File: config.mk
export PLATFORM = sky130hd
export DESIGN_NAME = cjs_queue
export DESIGN_NICKNAME = d
export VERILOG_FILES = /design/src/rtl/cjs_pkg.sv /design/src/rtl/cjs_queue.sv
export SDC_FILE = /design/constraint.sdc
export NUM_CORES = 1
export LEC_CHECK = 0
export BUFFER_PORTS_ARGS = -buffer_cell sky130_fd_sc_hd__buf_2
export CORE_MARGIN = 4
export CORE_UTILIZATION = 53
export CTS_BUF_LIST = sky130_fd_sc_hd__clkbuf_16
export DETAILED_ROUTE_END_ITERATION = 16
export GPL_ROUTABILITY_DRIVEN = 0
export PLACE_DENSITY = 0.74
export SYNTH_ARGS = -nofsm -noshare
export SYNTH_HDL_FRONTEND = slang
export SYNTH_SLANG_ARGS = --single-unit
File: constraint.sdc
create_clock -name clk -period 3.5 [get_ports clk]
set_input_delay 0.175 -clock clk [delete_from_list [all_inputs] [get_ports clk]]
set_output_delay 0.175 -clock clk [all_outputs]
set_load 0.01 [all_outputs]
File: src/rtl/cjs_pkg.sv
// Shared types, constants and helpers for the subband juggle block.
// No dependencies.
`timescale 1ns / 1ps

package cjs_pkg;

    localparam int DATA_W      = 32;
    localparam int COL_W       = 11;
    localparam int ROW_W       = 8;
    localparam int HIST_W      = 16;
    localparam int HIST_DEPTH  = 2048;
    localparam int PAIRS_MAX   = 128;
    localparam int Q_DEPTH     = 4;
    localparam int Q_AW        = $clog2(Q_DEPTH);
    localparam int Q_CW        = $clog2(Q_DEPTH + 1);

    localparam logic [COL_W-1:0] CLR_LAST = COL_W'(HIST_DEPTH - 1);

    typedef enum logic {
        ST_CLEAR,
        ST_RUN
    } front_state_t;

    // One classified word on its way from front to back.
    typedef struct packed {
        logic [DATA_W-1:0] x;
        logic              row0;
        logic              odd;
        logic [HIST_W-1:0] hist_older;
        logic [HIST_W-1:0] hist_newer;
    } entry_t;

    typedef struct packed {
        logic full;
        logic empty;
    } q_stat_t;

    // Last row index of a column, with the pair count clamped to 1..PAIRS_MAX.
    function automatic logic [ROW_W-1:0] last_row(input logic [ROW_W-1:0] pairs);
        logic [ROW_W-1:0] eff;
        logic [ROW_W-1:0] m;
        eff = pairs;
        if (pairs == '0)
            eff = ROW_W'(1);
        else if (pairs > ROW_W'(PAIRS_MAX))
            eff = ROW_W'(PAIRS_MAX);
        m = eff - ROW_W'(1);
        return {m[ROW_W-2:0], 1'b1};
    endfunction

    function automatic logic [DATA_W-1:0] sext_hist(input logic [HIST_W-1:0] h);
        return {{(DATA_W - HIST_W){h[HIST_W-1]}}, h};
    endfunction

endpackage

File: src/rtl/cjs_queue.sv
// Short FIFO of classified words between front and back.
// Depends on cjs_pkg.
`timescale 1ns / 1ps

module cjs_queue (
    input  logic            clk,
    input  logic            rst_n,
    input  logic            push,
    input  cjs_pkg::entry_t push_entry,
    input  logic            pop,
    output cjs_pkg::entry_t pop_entry,
    output cjs_pkg::q_stat_t stat
);
    import cjs_pkg::*;

    entry_t          slot_reg [Q_DEPTH];
    logic [Q_AW-1:0] wptr_reg;
    logic [Q_AW-1:0] wptr_next;
    logic [Q_AW-1:0] rptr_reg;
    logic [Q_AW-1:0] rptr_next;
    logic [Q_CW-1:0] count_reg;
    logic [Q_CW-1:0] count_next;

    always_comb
    begin
        wptr_next  = push ? wptr_reg + 1'b1 : wptr_reg;
        rptr_next  = pop ? rptr_reg + 1'b1 : rptr_reg;
        count_next = count_reg;
        if (push && !pop)
            count_next = count_reg + 1'b1;
        else if (pop && !push)
            count_next = count_reg - 1'b1;
    end

    always_ff @(posedge clk or negedge rst_n)
    begin
        if (!rst_n)
        begin
            wptr_reg  <= '0;
            rptr_reg  <= '0;
            count_reg <= '0;
        end
        else
        begin
            wptr_reg  <= wptr_next;
            rptr_reg  <= rptr_next;
            count_reg <= count_next;
        end
    end

    always_ff @(posedge clk)
    begin
        if (push)
        begin
            slot_reg[wptr_reg] <= push_entry;
        end
    end

    assign pop_entry  = slot_reg[rptr_reg];
    assign stat.full  = (count_reg == Q_CW'(Q_DEPTH));
    assign stat.empty = (count_reg == '0);

endmodule

==> impl_metrics.toml, run 1 <==
[critical_path]
crit_fanout = 40
arrival_ps = 2540
critical_path_class = "register to output pin"
endpoint_kind = "output pin"
setup.worst_path.start_class = "register"
cp.required_ps = 3320
path_cells = "buf_12 -> mux4_2 -> buf_2"
crit_buf_inv = 2
critPathTopFamily = "flip-flops"
cp_slowest_stage_delay_ps = 960
cp_slowest_cell = "dfrtp_4"

[clock_network]
cts_sinks = 271
cts_made_buffers = 27
cts_root_buf = "clkbuf_16"
clk_pin_slew_ps = 60
tritoncts = "done"
postCtsSetupRepairBufs = 0
htree_levels = 1
clk_latency_ps = 510
clk_path_buf_depth = 3

[route]
ant_nets = 0
route.detailed.drc = 0
first_pass_iters = 5
wl_microns = 17700
via_per_inst = 5.48
vias = 4646
detailedRoute.firstIterationViolations = 255
wl_per_cell_microns = 20.9

[placement]
dpl-instance-area_sq_mm = 0.0108
dp_cells = 731
portBuffers = 137
dp_hpwl_microns = 9710
pre_cts_slack_ps = 1230

[grt]
overflow = 0
antenna_found_initial = 1
grt_pass1_wl_microns = 28400
grt_pass1_vias = 5160
grt_max_degree = 68
grt_usage_pct = 17.0

[final_layout]
diodes = 0
final_layout_size_suffix_gt1_share_pct = 39.9
area_delta_synth_final_pct = 24.1
finalInstanceArea_sq_mm = 0.0123
fin_cells = 848
largest_reg_flops = 264
final_nets = 676

[timing]
hold_viol_final = 0
period_needed_ps = 2720
tightestPinTransition_ps = 1020
fmax_mhz = 368
finalSetupViolCount = 0
fin_ws_ps = 784
tns_ps = 0
fin_crit_sh_pct = 77.6
rsz0062_at_grt = "false"
finalClockSkew_ps = 4.60
maxSlewViolCount = 0
max_slew_margin_pct = 32.1

[die]
dieArea_sq_mm = 0.0210
core.rowCount = 49
pin_count = 138
fp.dieW_microns = 145
die_y_microns = 145
core-area_sq_mm = 0.0182
initial_utilization_pct = 54.6

[power]
p_sw_share_pct = 28.0
power.share.sequential_pct = 47.8
p_switching_uw = 2770
pwr-share-comb_pct = 25.2
clkPwrFrac_pct = 26.9
power_leakage_uw = 0.00431
intPower_uw = 7100
power_density_mw_per_mm2 = 800
irDropWorstVdd_mv = 0.745

[yosys]
yosys_warnings = 0
synthMostInstantiatedCell = "edfxtp_1"
ys_top_cells_by_count = "edfxtp_1, mux4_2, dfrtp_1"
netlist.top_cell.by_area = "edfxtp_1"
synth_nets = 455
synth-edff-count = 264
synth_flop_cell = "edfxtp_1"
async_reset_ff_share_pct = 2.58
synth_seq_cells = 271
ys_seq_area_share_pct = 81.5
yosys.cell_types.count = 20
syn_avg_cell_area_sq_um = 26.2
synth_top_area_share_pct = 79.8
syn_inst = 379
synthTopCellsByArea = "edfxtp_1, mux4_2, dfrtp_1, ha_1, buf_12"
netlist_area_sq_mm = 0.00994

[run]
maxCapViolCount = 0

[hold_path]
hold_path.class = "input pin to async pin"

[outcome]
status = "finished, final reports clean"
[kinds of logic (layout without fill, tap and decap cells)]
family	after synthesis	in the layout	synth area share [%]
AO/OA/AOI/OAI	1	1	0.0503
XOR/XNOR	6	6	0.529
adder cells (fa/ha/maj)	6	6	0.831
buffers and inverters	19	259	1.49
flip-flops	271	271	81.5
multiplexers	67	67	15.1
AND/OR/NAND/NOR	9	9	0.491
[cell type report]
type                       instances  area [sq um]
timing repair buffer             207          1400
fill                            1126          5880
multi-input combinational         89          1700
sequential                       271          8110
clock inverter                    21           150
tap                              229           287
inverter                           4          15.0
clock buffer                      27           676
[layout by cell type (no fill, tap or decap)]
master | netlist | final
and2_4 | 0 | 4
buf_12 | 3 | 1
buf_2 | 4 | 137
bufinv_16 | 0 | 2
clkbuf_16 | 0 | 27
clkinv_1 | 0 | 8
clkinv_2 | 0 | 5
dfrtp_1 | 7 | 5
dfrtp_4 | 0 | 2
dlygate4sd3_1 | 0 | 69
edfxtp_1 | 264 | 264
fa_1 | 1 | 1
ha_1 | 5 | 5
inv_1 | 4 | 8
inv_6 | 0 | 1
inv_8 | 0 | 1
mux2_2 | 1 | 1
mux4_2 | 66 | 66
nand2_1 | 2 | 2
nor2_1 | 1 | 1
nor3_1 | 1 | 1
nor3b_1 | 1 | 1
o21ai_0 | 1 | 1
xnor2_1 | 2 | 2
xor2_1 | 4 | 4
[worst register-to-register path: cells and delay by family (launching register included)]
kind	cells	cell delay, ps
adders and majority gates	1	150
buffers and inverters	1	110
DFF	1	430
and+or+nand+nor	1	810
[stage by stage]
step	total power (uW)	utilization [%]	hold WS, ps
after floorplan	6370	-	-121
after CTS	10000	67.7	5.78
final	9870	67.7	60.3
after detailed placement	7290	59.4	24.0
after global routing	10400	67.7	69.8
after global placement	7220	59.4	11.9
[power groups by stage]
| stage | Combinational (uW) | Sequential [uW] | Clock, uW |
|---|---|---|---|
| after floorplan | 1920 | 4440 | 0 |
| after global placement | 2460 | 4760 | 0 |
| after detailed placement | 2480 | 4810 | 0 |
| after CTS | 2560 | 4740 | 2710 |
| after global routing | 2680 | 4810 | 2860 |
| final | 2490 | 4720 | 2660 |
[layer usage]
layer  vias up  part of all wire, %  global-route usage, %
met5         -                0.039                      0
met4         2                  1.1                   3.42
met3        21                  5.7                   3.74
met2       132                   51                   29.4
met1      2426                   42                   22.7
li1       2065                    -                      -
[final timing paths]
check / from / endpoint / slack (ps) / cells past startpoint
hold reg to reg: count_reg[2] / count_reg[2] / 500 / 1
hold / removal: rst_n / count_reg[2] / 60 / 2
setup / recovery: rptr_reg[0] / pop_entry[62] / 780 / 3
max in group asynchronous: rst_n / rptr_reg[0] / 3250 / 2
setup reg to reg: wptr_reg[0] / slot_reg[0][39] / 1600 / 3
min in group clk: push_entry[51] / slot_reg[0][51] / 410 / 2
[what timing repair did]
action	CTS	global route
hold buffers	69	0
hold endpoints to repair	275	0
resized for setup	0	0
Note: power is estimated with default switching activity, not from simulation.
==> run 2, diff against run 1 <==
clock period = 2.65 ns   (was 3.5 ns; I/O delays follow)
==> run 2 against run 1 <==
Non-clock buffer count up 7. Cell area grew 1.2%. Final cell count is 1.1% higher. Setup slack worse by 410 ps. Core utilization increased by 0.83 points. Via count rose by 1.1%. Sequential share of layout area decreased by 0.80 points. Critical path depth unchanged. Clock power increased by 33%. Clock-buffer cell count stayed put. Critical path type unchanged. Critical endpoint is now pop_entry[33].
==> impl_metrics.toml, run 2 (synthesized netlist as in run 1, its figures left out) <==
[outcome]
status = "finished, final reports clean"

[critical_path]
critPathTopFamily = "flip-flops"
critical_path_class = "register to output pin"
crit_buf_inv = 2
cp.required_ps = 2520
r2r_start = "wptr_reg[0]"
setup.worst_path.start_class = "register"
arrival_ps = 2140
reg2reg_slack_ps = 860
cp_slowest_cell = "dfrtp_4"
reg2regPathDepth = 4
path_cells = "buf_12 -> mux4_2 -> buf_2"
cp.depth = 3
rr_endpoint = "slot_reg[0][1]"
crit_fanout = 31
cp_slowest_stage_delay_ps = 570
endpoint_kind = "output pin"

[clock_network]
clk_pin_slew_ps = 60
postCtsSetupRepairBufs = 0
tritoncts = "done"
cts_sinks = 271
cts_root_buf = "clkbuf_16"
htree_levels = 1
clk_path_buf_depth = 3
clk_latency_ps = 510
cts_made_buffers = 26

[placement]
pre_cts_slack_ps = 850
portBuffers = 137
dpl-instance-area_sq_mm = 0.0109
dp_hpwl_microns = 10500

[die]
dieArea_sq_mm = 0.0210
initial_utilization_pct = 54.6
fp.dieW_microns = 145
core-area_sq_mm = 0.0182
pin_count = 138
core.rowCount = 49
die_y_microns = 145

[route]
wl_per_cell_microns = 21.2
wl_microns = 18200
first_pass_iters = 4
detailedRoute.firstIterationViolations = 259
route.detailed.drc = 0
vias = 4697
ant_nets = 0
via_per_inst = 5.48

[timing]
fin_crit_sh_pct = 85.9
fin_ws_ps = 374
maxSlewViolCount = 0
rsz0062_at_grt = "false"
hold_viol_final = 0
fmax_mhz = 439
max_slew_margin_pct = 68.6
tightestPinTransition_ps = 471
finalSetupViolCount = 0
finalClockSkew_ps = 7.54
period_needed_ps = 2280
tns_ps = 0

[power]
clkPwrFrac_pct = 26.9
intPower_uw = 9480
finalPower_uw = 13200
power.share.sequential_pct = 44.7
p_sw_share_pct = 28.1
p_switching_uw = 3710
power_density_mw_per_mm2 = 1060
power_leakage_uw = 0.00436
irDropWorstVdd_mv = 0.764
pwr-share-comb_pct = 28.4

[final_layout]
mostFrequentLayoutCell = "edfxtp_1"
final_layout_size_suffix_gt1_share_pct = 41.5
largest_reg_flops = 264
finalInstanceArea_sq_mm = 0.0125
area_delta_synth_final_pct = 25.6
mostFrequentLayoutCells = "edfxtp_1, buf_2, dlygate4sd3_1"
final_nets = 682
regArea_sq_mm = 0.00811
nFillCells = 1143
multi_input_area_sq_mm = 0.00170

[grt]
antenna_found_initial = 3
grt_max_degree = 59
grt_pass1_wl_microns = 28800
grt_pass1_vias = 5105
overflow = 0
grt_usage_pct = 17.3

[hold_path]
hold_end = "slot_reg[2][5]"
hold_path.class = "input pin to register"
worstHoldStart = "push_entry[5]"
hold_depth = 2

[run]
maxCapViolCount = 0
-- run 2: through the flow --
step,hold WS (ps),cells,util [%]
after floorplan,-163,379,-
after global placement,-27.2,737,60.0
after detailed placement,-22.3,737,60.0
after CTS,344,855,68.5
after global routing,355,857,68.5
final,372,857,68.5
-- run 2: routing by layer --
layer	wire (microns)	GRT usage, %
met4	289	4.61
met5	7	0
met2	9480	29.5
met1	7480	23.4
met3	896	3.43
-- run 2: worst max path at each step --
| stage | from | endpoint | slack, ps |
|---|---|---|---|
| 3_5_place_dp | wptr_reg[0] | slot_reg[0][0] | 850 |
| 2_1_floorplan | wptr_reg[0] | slot_reg[2][0] | 50 |
| 5_1_grt | rptr_reg[0] | pop_entry[33] | 240 |
| 3_3_place_gp | wptr_reg[0] | slot_reg[0][0] | 880 |
| 4_1_cts | rptr_reg[0] | pop_entry[49] | 330 |
| 6_report | rptr_reg[0] | pop_entry[33] | 370 |
-- run 2: power by group through the flow --
stage               logic, uW  registers [uW]  clock network (uW)
finish                   3750            5890                3550
global route             4070            5960                3810
CTS                      3860            5900                3630
detailed placement       3760            5990                   0
global placement         3710            5930                   0
floorplan                2540            5870                   0
-- run 2: cell type report --
type | count | area share (%)
antenna | 2 | 0.0401
multi-input combinational | 89 | 13.6
tap | 229 | 2.30
clock inverter | 21 | 1.33
sequential | 271 | 65.0
timing repair buffer | 214 | 12.2
clock buffer | 27 | 5.41
inverter | 4 | 0.120
-- run 2: repair_timing --
action,4_1_cts,5_1_grt
endpoints found under the hold margin,275,0
gates resized for setup,0,0
setup endpoints to repair,0,0
hold buffers,70,0
