===== src/rtl/cjs_pkg.sv =====
// Shared types, constants and helpers for the subband juggle block.
// No dependencies.
`timescale 1ns / 1ps

package cjs_pkg;

    localparam int DATA_W      = 32;
    localparam int COL_W       = 11;
    localparam int ROW_W       = 8;
    localparam int HIST_W      = 16;
    localparam int HIST_DEPTH  = 2048;
    localparam int PAIRS_MAX   = 128;
    localparam int Q_DEPTH     = 4;
    localparam int Q_AW        = $clog2(Q_DEPTH);
    localparam int Q_CW        = $clog2(Q_DEPTH + 1);

    localparam logic [COL_W-1:0] CLR_LAST = COL_W'(HIST_DEPTH - 1);

    typedef enum logic {
        ST_CLEAR,
        ST_RUN
    } front_state_t;

    // One classified word on its way from front to back.
    typedef struct packed {
        logic [DATA_W-1:0] x;
        logic              row0;
        logic              odd;
        logic [HIST_W-1:0] hist_older;
        logic [HIST_W-1:0] hist_newer;
    } entry_t;

    typedef struct packed {
        logic full;
        logic empty;
    } q_stat_t;

    // Last row index of a column, with the pair count clamped to 1..PAIRS_MAX.
    function automatic logic [ROW_W-1:0] last_row(input logic [ROW_W-1:0] pairs);
        logic [ROW_W-1:0] eff;
        logic [ROW_W-1:0] m;
        eff = pairs;
        if (pairs == '0)
            eff = ROW_W'(1);
        else if (pairs > ROW_W'(PAIRS_MAX))
            eff = ROW_W'(PAIRS_MAX);
        m = eff - ROW_W'(1);
        return {m[ROW_W-2:0], 1'b1};
    endfunction

    function automatic logic [DATA_W-1:0] sext_hist(input logic [HIST_W-1:0] h);
        return {{(DATA_W - HIST_W){h[HIST_W-1]}}, h};
    endfunction

endpackage


===== src/rtl/cjs_back.sv =====
// Back end: runs the reconstruction sums and holds the output word.
// Depends on cjs_pkg.
`timescale 1ns / 1ps

module cjs_back (
    input  logic                               clk,
    input  logic                               rst_n,
    input  cjs_pkg::q_stat_t                   q_stat,
    input  cjs_pkg::entry_t                    head,
    output logic                               pop,
    output logic                               out_valid,
    input  logic                               out_stall,
    output logic signed [cjs_pkg::DATA_W-1:0]  value
);
    import cjs_pkg::*;

    logic [DATA_W-1:0] prev_older_reg;
    logic [DATA_W-1:0] prev_newer_reg;
    logic              out_valid_reg;
    logic              out_valid_next;
    logic [DATA_W-1:0] value_reg;
    logic [DATA_W-1:0] a;
    logic [DATA_W-1:0] b;
    logic [DATA_W-1:0] b2;
    logic [DATA_W-1:0] y;

    assign pop = !q_stat.empty && (!out_valid_reg || !out_stall);

    always_comb
    begin
        a  = head.row0 ? sext_hist(head.hist_older) : prev_older_reg;
        b  = head.row0 ? sext_hist(head.hist_newer) : prev_newer_reg;
        b2 = {b[DATA_W-2:0], 1'b0};
        y  = head.odd ? (b2 - a - head.x) : (a + b2 + head.x);
    end

    assign out_valid_next = pop ? 1'b1 : (out_stall ? out_valid_reg : 1'b0);

    always_ff @(posedge clk or negedge rst_n)
    begin
        if (!rst_n)
        begin
            prev_older_reg <= '0;
            prev_newer_reg <= '0;
            out_valid_reg  <= 1'b0;
        end
        else
        begin
            out_valid_reg <= out_valid_next;
            if (pop)
            begin
                prev_older_reg <= b;
                prev_newer_reg <= head.x;
            end
        end
    end

    always_ff @(posedge clk)
    begin
        if (pop)
            value_reg <= y;
    end

    assign out_valid = out_valid_reg;
    assign value     = value_reg;

endmodule


===== config.mk =====
export PLATFORM = sky130hd
export DESIGN_NAME = cjs_back
export DESIGN_NICKNAME = d
export VERILOG_FILES = /design/src/rtl/cjs_pkg.sv /design/src/rtl/cjs_back.sv
export SDC_FILE = /design/constraint.sdc
export NUM_CORES = 1
export LEC_CHECK = 0
export BUFFER_PORTS_ARGS = -buffer_cell sky130_fd_sc_hd__buf_2
export CORE_AREA = 3 3 133 135
export CTS_CLUSTER_SIZE = 14
export DETAILED_ROUTE_END_ITERATION = 12
export DIE_AREA = 0 0 136 138
export GPL_ROUTABILITY_DRIVEN = 0
export PLACE_DENSITY = 0.78
export SYNTH_ARGS = -nofsm -noshare
export SYNTH_HDL_FRONTEND = slang
export SYNTH_SLANG_ARGS = --single-unit

===== constraint.sdc =====
create_clock -name clk -period 5.2 [get_ports clk]
set_input_delay 0.26 -clock clk [delete_from_list [all_inputs] [get_ports clk]]
set_output_delay 0.26 -clock clk [all_outputs]
set_load 0.1 [all_outputs]

==> impl_metrics.tcl, run 1 <==
set metrics [dict create \
    status "complete, no violations" \
    drt-initial-drc-count 498 \
    clockBufferDepth 2 \
    die_h_microns 138 \
    drtPass1Iterations 5 \
    nets 1224 \
    finalSetupViolCount 0 \
    fin_crit_sh_pct 88.3 \
    maxCapViolCount 0 \
    route.met2.wl_microns 9600 \
    core_area_sq_um 16600 \
    path_clk_slew_ns 0.08 \
    crit_path_max_fanout 3 \
    grt_max_degree 69 \
    synthArstFlopShare_pct 67.0 \
    wl_microns 21100 \
    clk_latency_ns 0.37 \
    highest_layer "met4" \
    arrival_ns 4.71 \
    syn_inst 945 \
    p_leak_nw 4.63 \
    fmax_ghz 0.218 \
    routedWlPerCell_microns 16.8 \
    endpoint_kind "flip-flop" \
    root_buffer "clkbuf_16" \
    synth_edf_count 32 \
    initial_core_util_pct 54.4 \
    fin_hold_ws_ns 0.0632 \
    wl_met3_microns 1270 \
    power_density_nw_per_um2 489 \
    synth_ff_type "dfrtp_1" \
    ys_types 55 \
    dpl_worst_slack_ns 0.512 \
    synth_top_area_share_pct 18.0 \
    multi_input_area_sq_um 5930 \
    cts-buffers-inserted 9 \
    antenna_found_initial 0 \
    required_ns 5.32 \
    ys_warn_count 0 \
    yosysSeqAreaShare_pct 28.7 \
    finalHoldViolations 0 \
    slew_headroom_pct 43.0 \
    numPortBuffers 103 \
    grt_pass1_wl_microns 35600 \
    grt.total_usage_pct 23.4 \
    layout-drive-gt1-share_pct 19.7 \
    first_global_vias 7298 \
    wl_met1_microns 9780 \
    num_io_pins 105 \
    finClkSkew_ns 0.0117 \
    rsz0062_at_grt "no" \
    vias_per_cell 5.72 \
    dp_hpwl_microns 16200 \
    startpoint_type "flip-flop" \
    synth_fp_nets 1140 \
    fin_crit_ns 4.59 \
    overflow 0 \
    die_area_sq_um 18800 \
    antenna_cells 0 \
    vias 7169 \
    synthesis.area_sq_um 9020 \
    ctsHtreeMaxLevel 3 \
    cts_resized 0 \
    drv_slew 0 \
    synth_seq_cells 97 \
    critPathKind "reg -> reg" \
    hold_class "in -> async" \
    fill_cells 1434 \
    fin_tns_setup_ns 0 \
    worst_pin_slew_ns 0.856 \
    synth_area_leaders "dfrtp_1 18%, fa_1 14%, edfxtp_1 11%" \
    tritoncts "done" \
    hold_buffers 0 \
    setup_ws_ns 0.606 \
    num_rows 47 \
    synth.avg_cell_area_sq_um 9.54 \
    cts_setup_buffers 0 \
    regArea_sq_um 2590 \
    drc 0 \
    synth.largest_area_cell "dfrtp_1" \
    clock-sinks 97 \
    die_x_microns 136 \
    ant_nets 0 \
    vdd_drop_max_v 0.000324 \
    synthToLayoutAreaGrowth_pct 11.3 \
]
per-layer routing:
metal	track usage (%)	vias up
met2	35.5	231
met1	34.9	3453
met4	7.16	0
li1	-	3453
met5	0	-
met3	3.45	32
through the flow:
stage	std cells	power (mW)	area, sq um	util, %
after floorplan	945	3.55	9020	-
after global placement	1238	4.11	9730	58.7
after detailed placement	1238	4.15	9730	58.7
after CTS	1254	4.89	10000	60.5
after global routing	1254	5.26	10000	60.5
final	1254	4.91	10000	60.5
area by class of cell:
cell class / count / share of cell area [%]
Clock inverter: 7 / 0.773
Clock buffer: 9 / 2.24
Tap cell: 220 / 2.74
Timing Repair Buffer: 111 / 5.74
Multi-Input combinational cell: 715 / 59.2
Inverter: 95 / 3.55
Sequential cell: 97 / 25.8
where the power goes:
| group | switching, mW | leakage [nW] | internal, mW |
|---|---|---|---|
| clock network | 0.321 | 0.148 | 0.377 |
| logic | 2.03 | 3.41 | 1.10 |
| registers | 0.0634 | 1.08 | 1.01 |
critical path, stage by stage (launching register included):
cell and delay, ns:
dfrtp_1 0.40, mux2i_2 0.29, inv_2 0.12, fa_1 0.56
ha_1 0.20, inv_1 0.07, fa_1 0.43, nand2b_1 0.21
a21o_1 0.21, a311oi_1 0.54, o21ai_0 0.27, o211ai_1 0.37
a31oi_1 0.23, xnor2_1 0.19, mux2i_1 0.11, xnor2_1 0.16
cell families after synthesis:
kind of cell | Yosys count | synth area share (%)
compound gates | 273 | 18.7
xor+xnor | 51 | 4.95
fa+ha+maj | 124 | 22.3
buf+inv | 133 | 5.62
flops | 97 | 28.7
mux | 84 | 10.2
simple gates | 183 | 9.53
worst paths after layout:
kind | start | to | slack, ns | depth (start not counted)
worst max-delay path | prev_newer_reg[0]$_DFFE_PN0P_ | value[31]$_DFFE_PP_ | 0.61 | 15
worst min register to register | prev_newer_reg[14]$_DFFE_PN0P_ | prev_newer_reg[14]$_DFFE_PN0P_ | 0.51 | 1
min in group clk | q_stat[0] | out_valid$_DFFE_PN0P_ | 0.11 | 2
max in group asynchronous | rst_n | prev_newer_reg[24]$_DFFE_PN0P_ | 4.55 | 2
worst max register to register | prev_newer_reg[0]$_DFFE_PN0P_ | value[31]$_DFFE_PP_ | 0.61 | 15
worst min-delay path | rst_n | prev_newer_reg[10]$_DFFE_PN0P_ | 0.06 | 2
cells in the final DEF (no fill, tap or decap), drive strengths merged, types with 10 or more instances in the layout:
master / instances
ha: 63
mux2i: 22
mux2: 62
nor2: 38
nand2: 69
buf: 111
o21ai: 75
nand2b: 14
a21oi: 98
xnor2: 21
xor2: 30
o21a: 10
edfxtp: 32
fa: 61
a21o: 26
nand3: 21
inv: 97
dfrtp: 65
Yosys cell counts (8+ instances only):
master	count
nand2_1	69
a21oi_1	96
a21o_1	26
edfxtp_1	32
nand2b_1	14
clkbuf_1	28
xor2_1	30
and3_1	8
nor2b_1	9
o21a_1	10
nor2_1	38
fa_1	61
mux2i_1	21
xnor2_1	21
ha_1	63
o21ai_0	71
nand3_1	21
inv_1	94
mux2_2	62
dfrtp_1	65
No activity file was read; power rests on OpenSTA's default activity.
==> run 2: changes to the inputs <==
- CORE_AREA: 3 3 133 135 -> 3 3 119 150
- DIE_AREA: 0 0 136 138 -> 0 0 122 153
- PLACE_DENSITY: 0.78 -> 0.79
==> run 2 against run 1 <==
Effect of this change:
- sequential cell count is the same
- global-route usage down 0.11 points
- cell count barely moved
- register-to-register slack improved by 0.10 ns
- critical endpoint unchanged
- first-iteration DRC count shrank 19%
- critical path type unchanged
- highest routed layer unchanged
- non-clock buffer count is 2 lower
- hold slack improved by 0.027 ns
- clock-buffer cell count rose by 1
- utilization fell by 0.28 points
- power down 0.76%
- design area barely moved
==> impl_metrics.tcl, run 2 (synthesized netlist as in run 1, its figures left out) <==
set metrics [dict create \
    drv_slew 0 \
    grt.busiest_layer "met2" \
    fin_tns_setup_ns 0 \
    nets 1222 \
    grtUsageMet2_pct 40.8 \
    status "complete, no violations" \
    fin_crit_ns 4.49 \
    arrival_ns 4.60 \
    rsz0062_at_grt "no" \
    p_seq_share_pct 21.9 \
    cts_setup_buffers 0 \
    vias_per_cell 5.83 \
    grtUsageMet3_pct 3.22 \
    finalHoldViolations 0 \
    swShare_pct 49.7 \
    routedWlPerCell_microns 17.2 \
    vdd_drop_max_v 0.000204 \
    overflow 0 \
    pwr-share-comb_pct 64.7 \
    critPathKind "reg -> reg" \
    synthToLayoutAreaGrowth_pct 11.1 \
    path_clk_slew_ns 0.07 \
    startpoint_type "flip-flop" \
    wl_microns 21500 \
    hold_class "in -> async" \
    cts-buffers-inserted 9 \
    fmax_ghz 0.223 \
    maxCapViolCount 0 \
    root_buffer "clkbuf_16" \
    drtPass1Iterations 7 \
    grt_pass1_wl_microns 34900 \
    ant_nets 0 \
    num_rows 53 \
    grt_max_degree 116 \
    die_h_microns 153 \
    p_clk_share_pct 13.4 \
    met1_usage_pct 28.1 \
    initial_core_util_pct 54.2 \
    numPortBuffers 103 \
    worst_pin_slew_ns 1.10 \
    antenna_found_initial 1 \
    vias 7299 \
    finalSetupViolCount 0 \
    first_global_vias 7219 \
    place_inst 1236 \
    clock-sinks 97 \
    layout-drive-gt1-share_pct 19.6 \
    drc 0 \
    internal_power_mw 2.45 \
    tritoncts "done" \
    final_cells 1253 \
    fill_cells 1457 \
    fin_crit_sh_pct 86.3 \
    switching_power_mw 2.42 \
    num_io_pins 105 \
    finClkSkew_ns 0.0149 \
    slew_headroom_pct 26.5 \
    cts_resized 0 \
    drt-initial-drc-count 403 \
    required_ns 5.31 \
    dp_hpwl_microns 16900 \
    hold_buffers 0 \
    die_area_sq_um 18700 \
    power_density_nw_per_um2 486 \
    clockBufferDepth 2 \
    ctsHtreeMaxLevel 3 \
    grt.total_usage_pct 23.3 \
    endpoint_kind "flip-flop" \
    final_common_cell "buf_2" \
    most-common-layout-cells "103 x buf_2, 95 x a21oi_1, 94 x inv_1" \
    p_leak_nw 4.62 \
    clk_latency_ns 0.36 \
    die_x_microns 122 \
    crit_path_max_fanout 3 \
    core_area_sq_um 16600 \
]
[run 2: cell types whose count changed in the layout (fill, tap and decap cells not counted), sizes merged]
| cell | change |
|---|---|
| diode | +1 |
| clkbuf | +1 |
| inv | +2 |
| clkinv | -2 |
| bufinv | -1 |
| buf | -2 |
[run 2: final timing paths]
path                                                   to  slack (ns)  cells past startpoint                            from
setup / recovery                      value[31]$_DFFE_PP_        0.71                     15   prev_newer_reg[0]$_DFFE_PN0P_
hold / removal             prev_newer_reg[10]$_DFFE_PN0P_        0.09                      2                           rst_n
setup reg to reg                      value[31]$_DFFE_PP_        0.71                     15   prev_newer_reg[0]$_DFFE_PN0P_
hold reg to reg            prev_newer_reg[13]$_DFFE_PN0P_        0.51                      1  prev_newer_reg[13]$_DFFE_PN0P_
max in group asynchronous  prev_newer_reg[25]$_DFFE_PN0P_        4.54                      2                           rst_n
min in group clk                    out_valid$_DFFE_PN0P_        0.10                      2                       q_stat[0]
[run 2: cell type report]
class	instances	area, sq um	share of cell area, %
Sequential cell	97	2590	25.8
Tap cell	220	275	2.75
Multi-Input combinational cell	715	5930	59.2
Timing Repair Buffer	109	586	5.84
Clock buffer	10	229	2.28
Antenna cell	1	2.50	0.0250
Clock inverter	6	51.3	0.512
Inverter	95	357	3.56
[run 2: worst max-delay path, cell delays in order (launching register included)]
cell and delay [ns]:
dfrtp_1 0.39, mux2i_2 0.27, inv_2 0.11, fa_1 0.55
ha_1 0.18, inv_1 0.07, fa_1 0.43, nand2b_1 0.20
a21o_1 0.22, a311oi_1 0.48, o21ai_0 0.25, o211ai_1 0.39
a31oi_1 0.23, xnor2_1 0.19, mux2i_1 0.10, xnor2_1 0.17
[run 2: power by group through the flow]
stage	registers, mW	clock network, mW	logic [mW]
after global routing	1.08	0.696	3.43
after CTS	1.07	0.665	3.13
after floorplan	1.61	0	1.94
after detailed placement	1.08	0	3.11
after global placement	1.08	0	3.05
final	1.07	0.652	3.15
[run 2: per-layer routing]
metal,part of all wire [%],up-vias
li1,-,3457
met2,52,234
met4,4.2,0
met3,4.9,64
met5,0,-
met1,39,3544
[run 2: through the flow]
stage / hold WS, ns / power (mW) / setup slack, ns / area [sq um] / utilization [%]
finish: 0.0900 / 4.87 / 0.711 / 10000 / 60.2
global route: 0.115 / 5.21 / 0.463 / 10000 / 60.2
CTS: 0.104 / 4.87 / 0.723 / 10000 / 60.2
detailed placement: 0.481 / 4.19 / 0.395 / 9740 / 58.5
global placement: 0.472 / 4.13 / 0.433 / 9740 / 58.5
floorplan: -0.0356 / 3.55 / 0.897 / 9020 / -
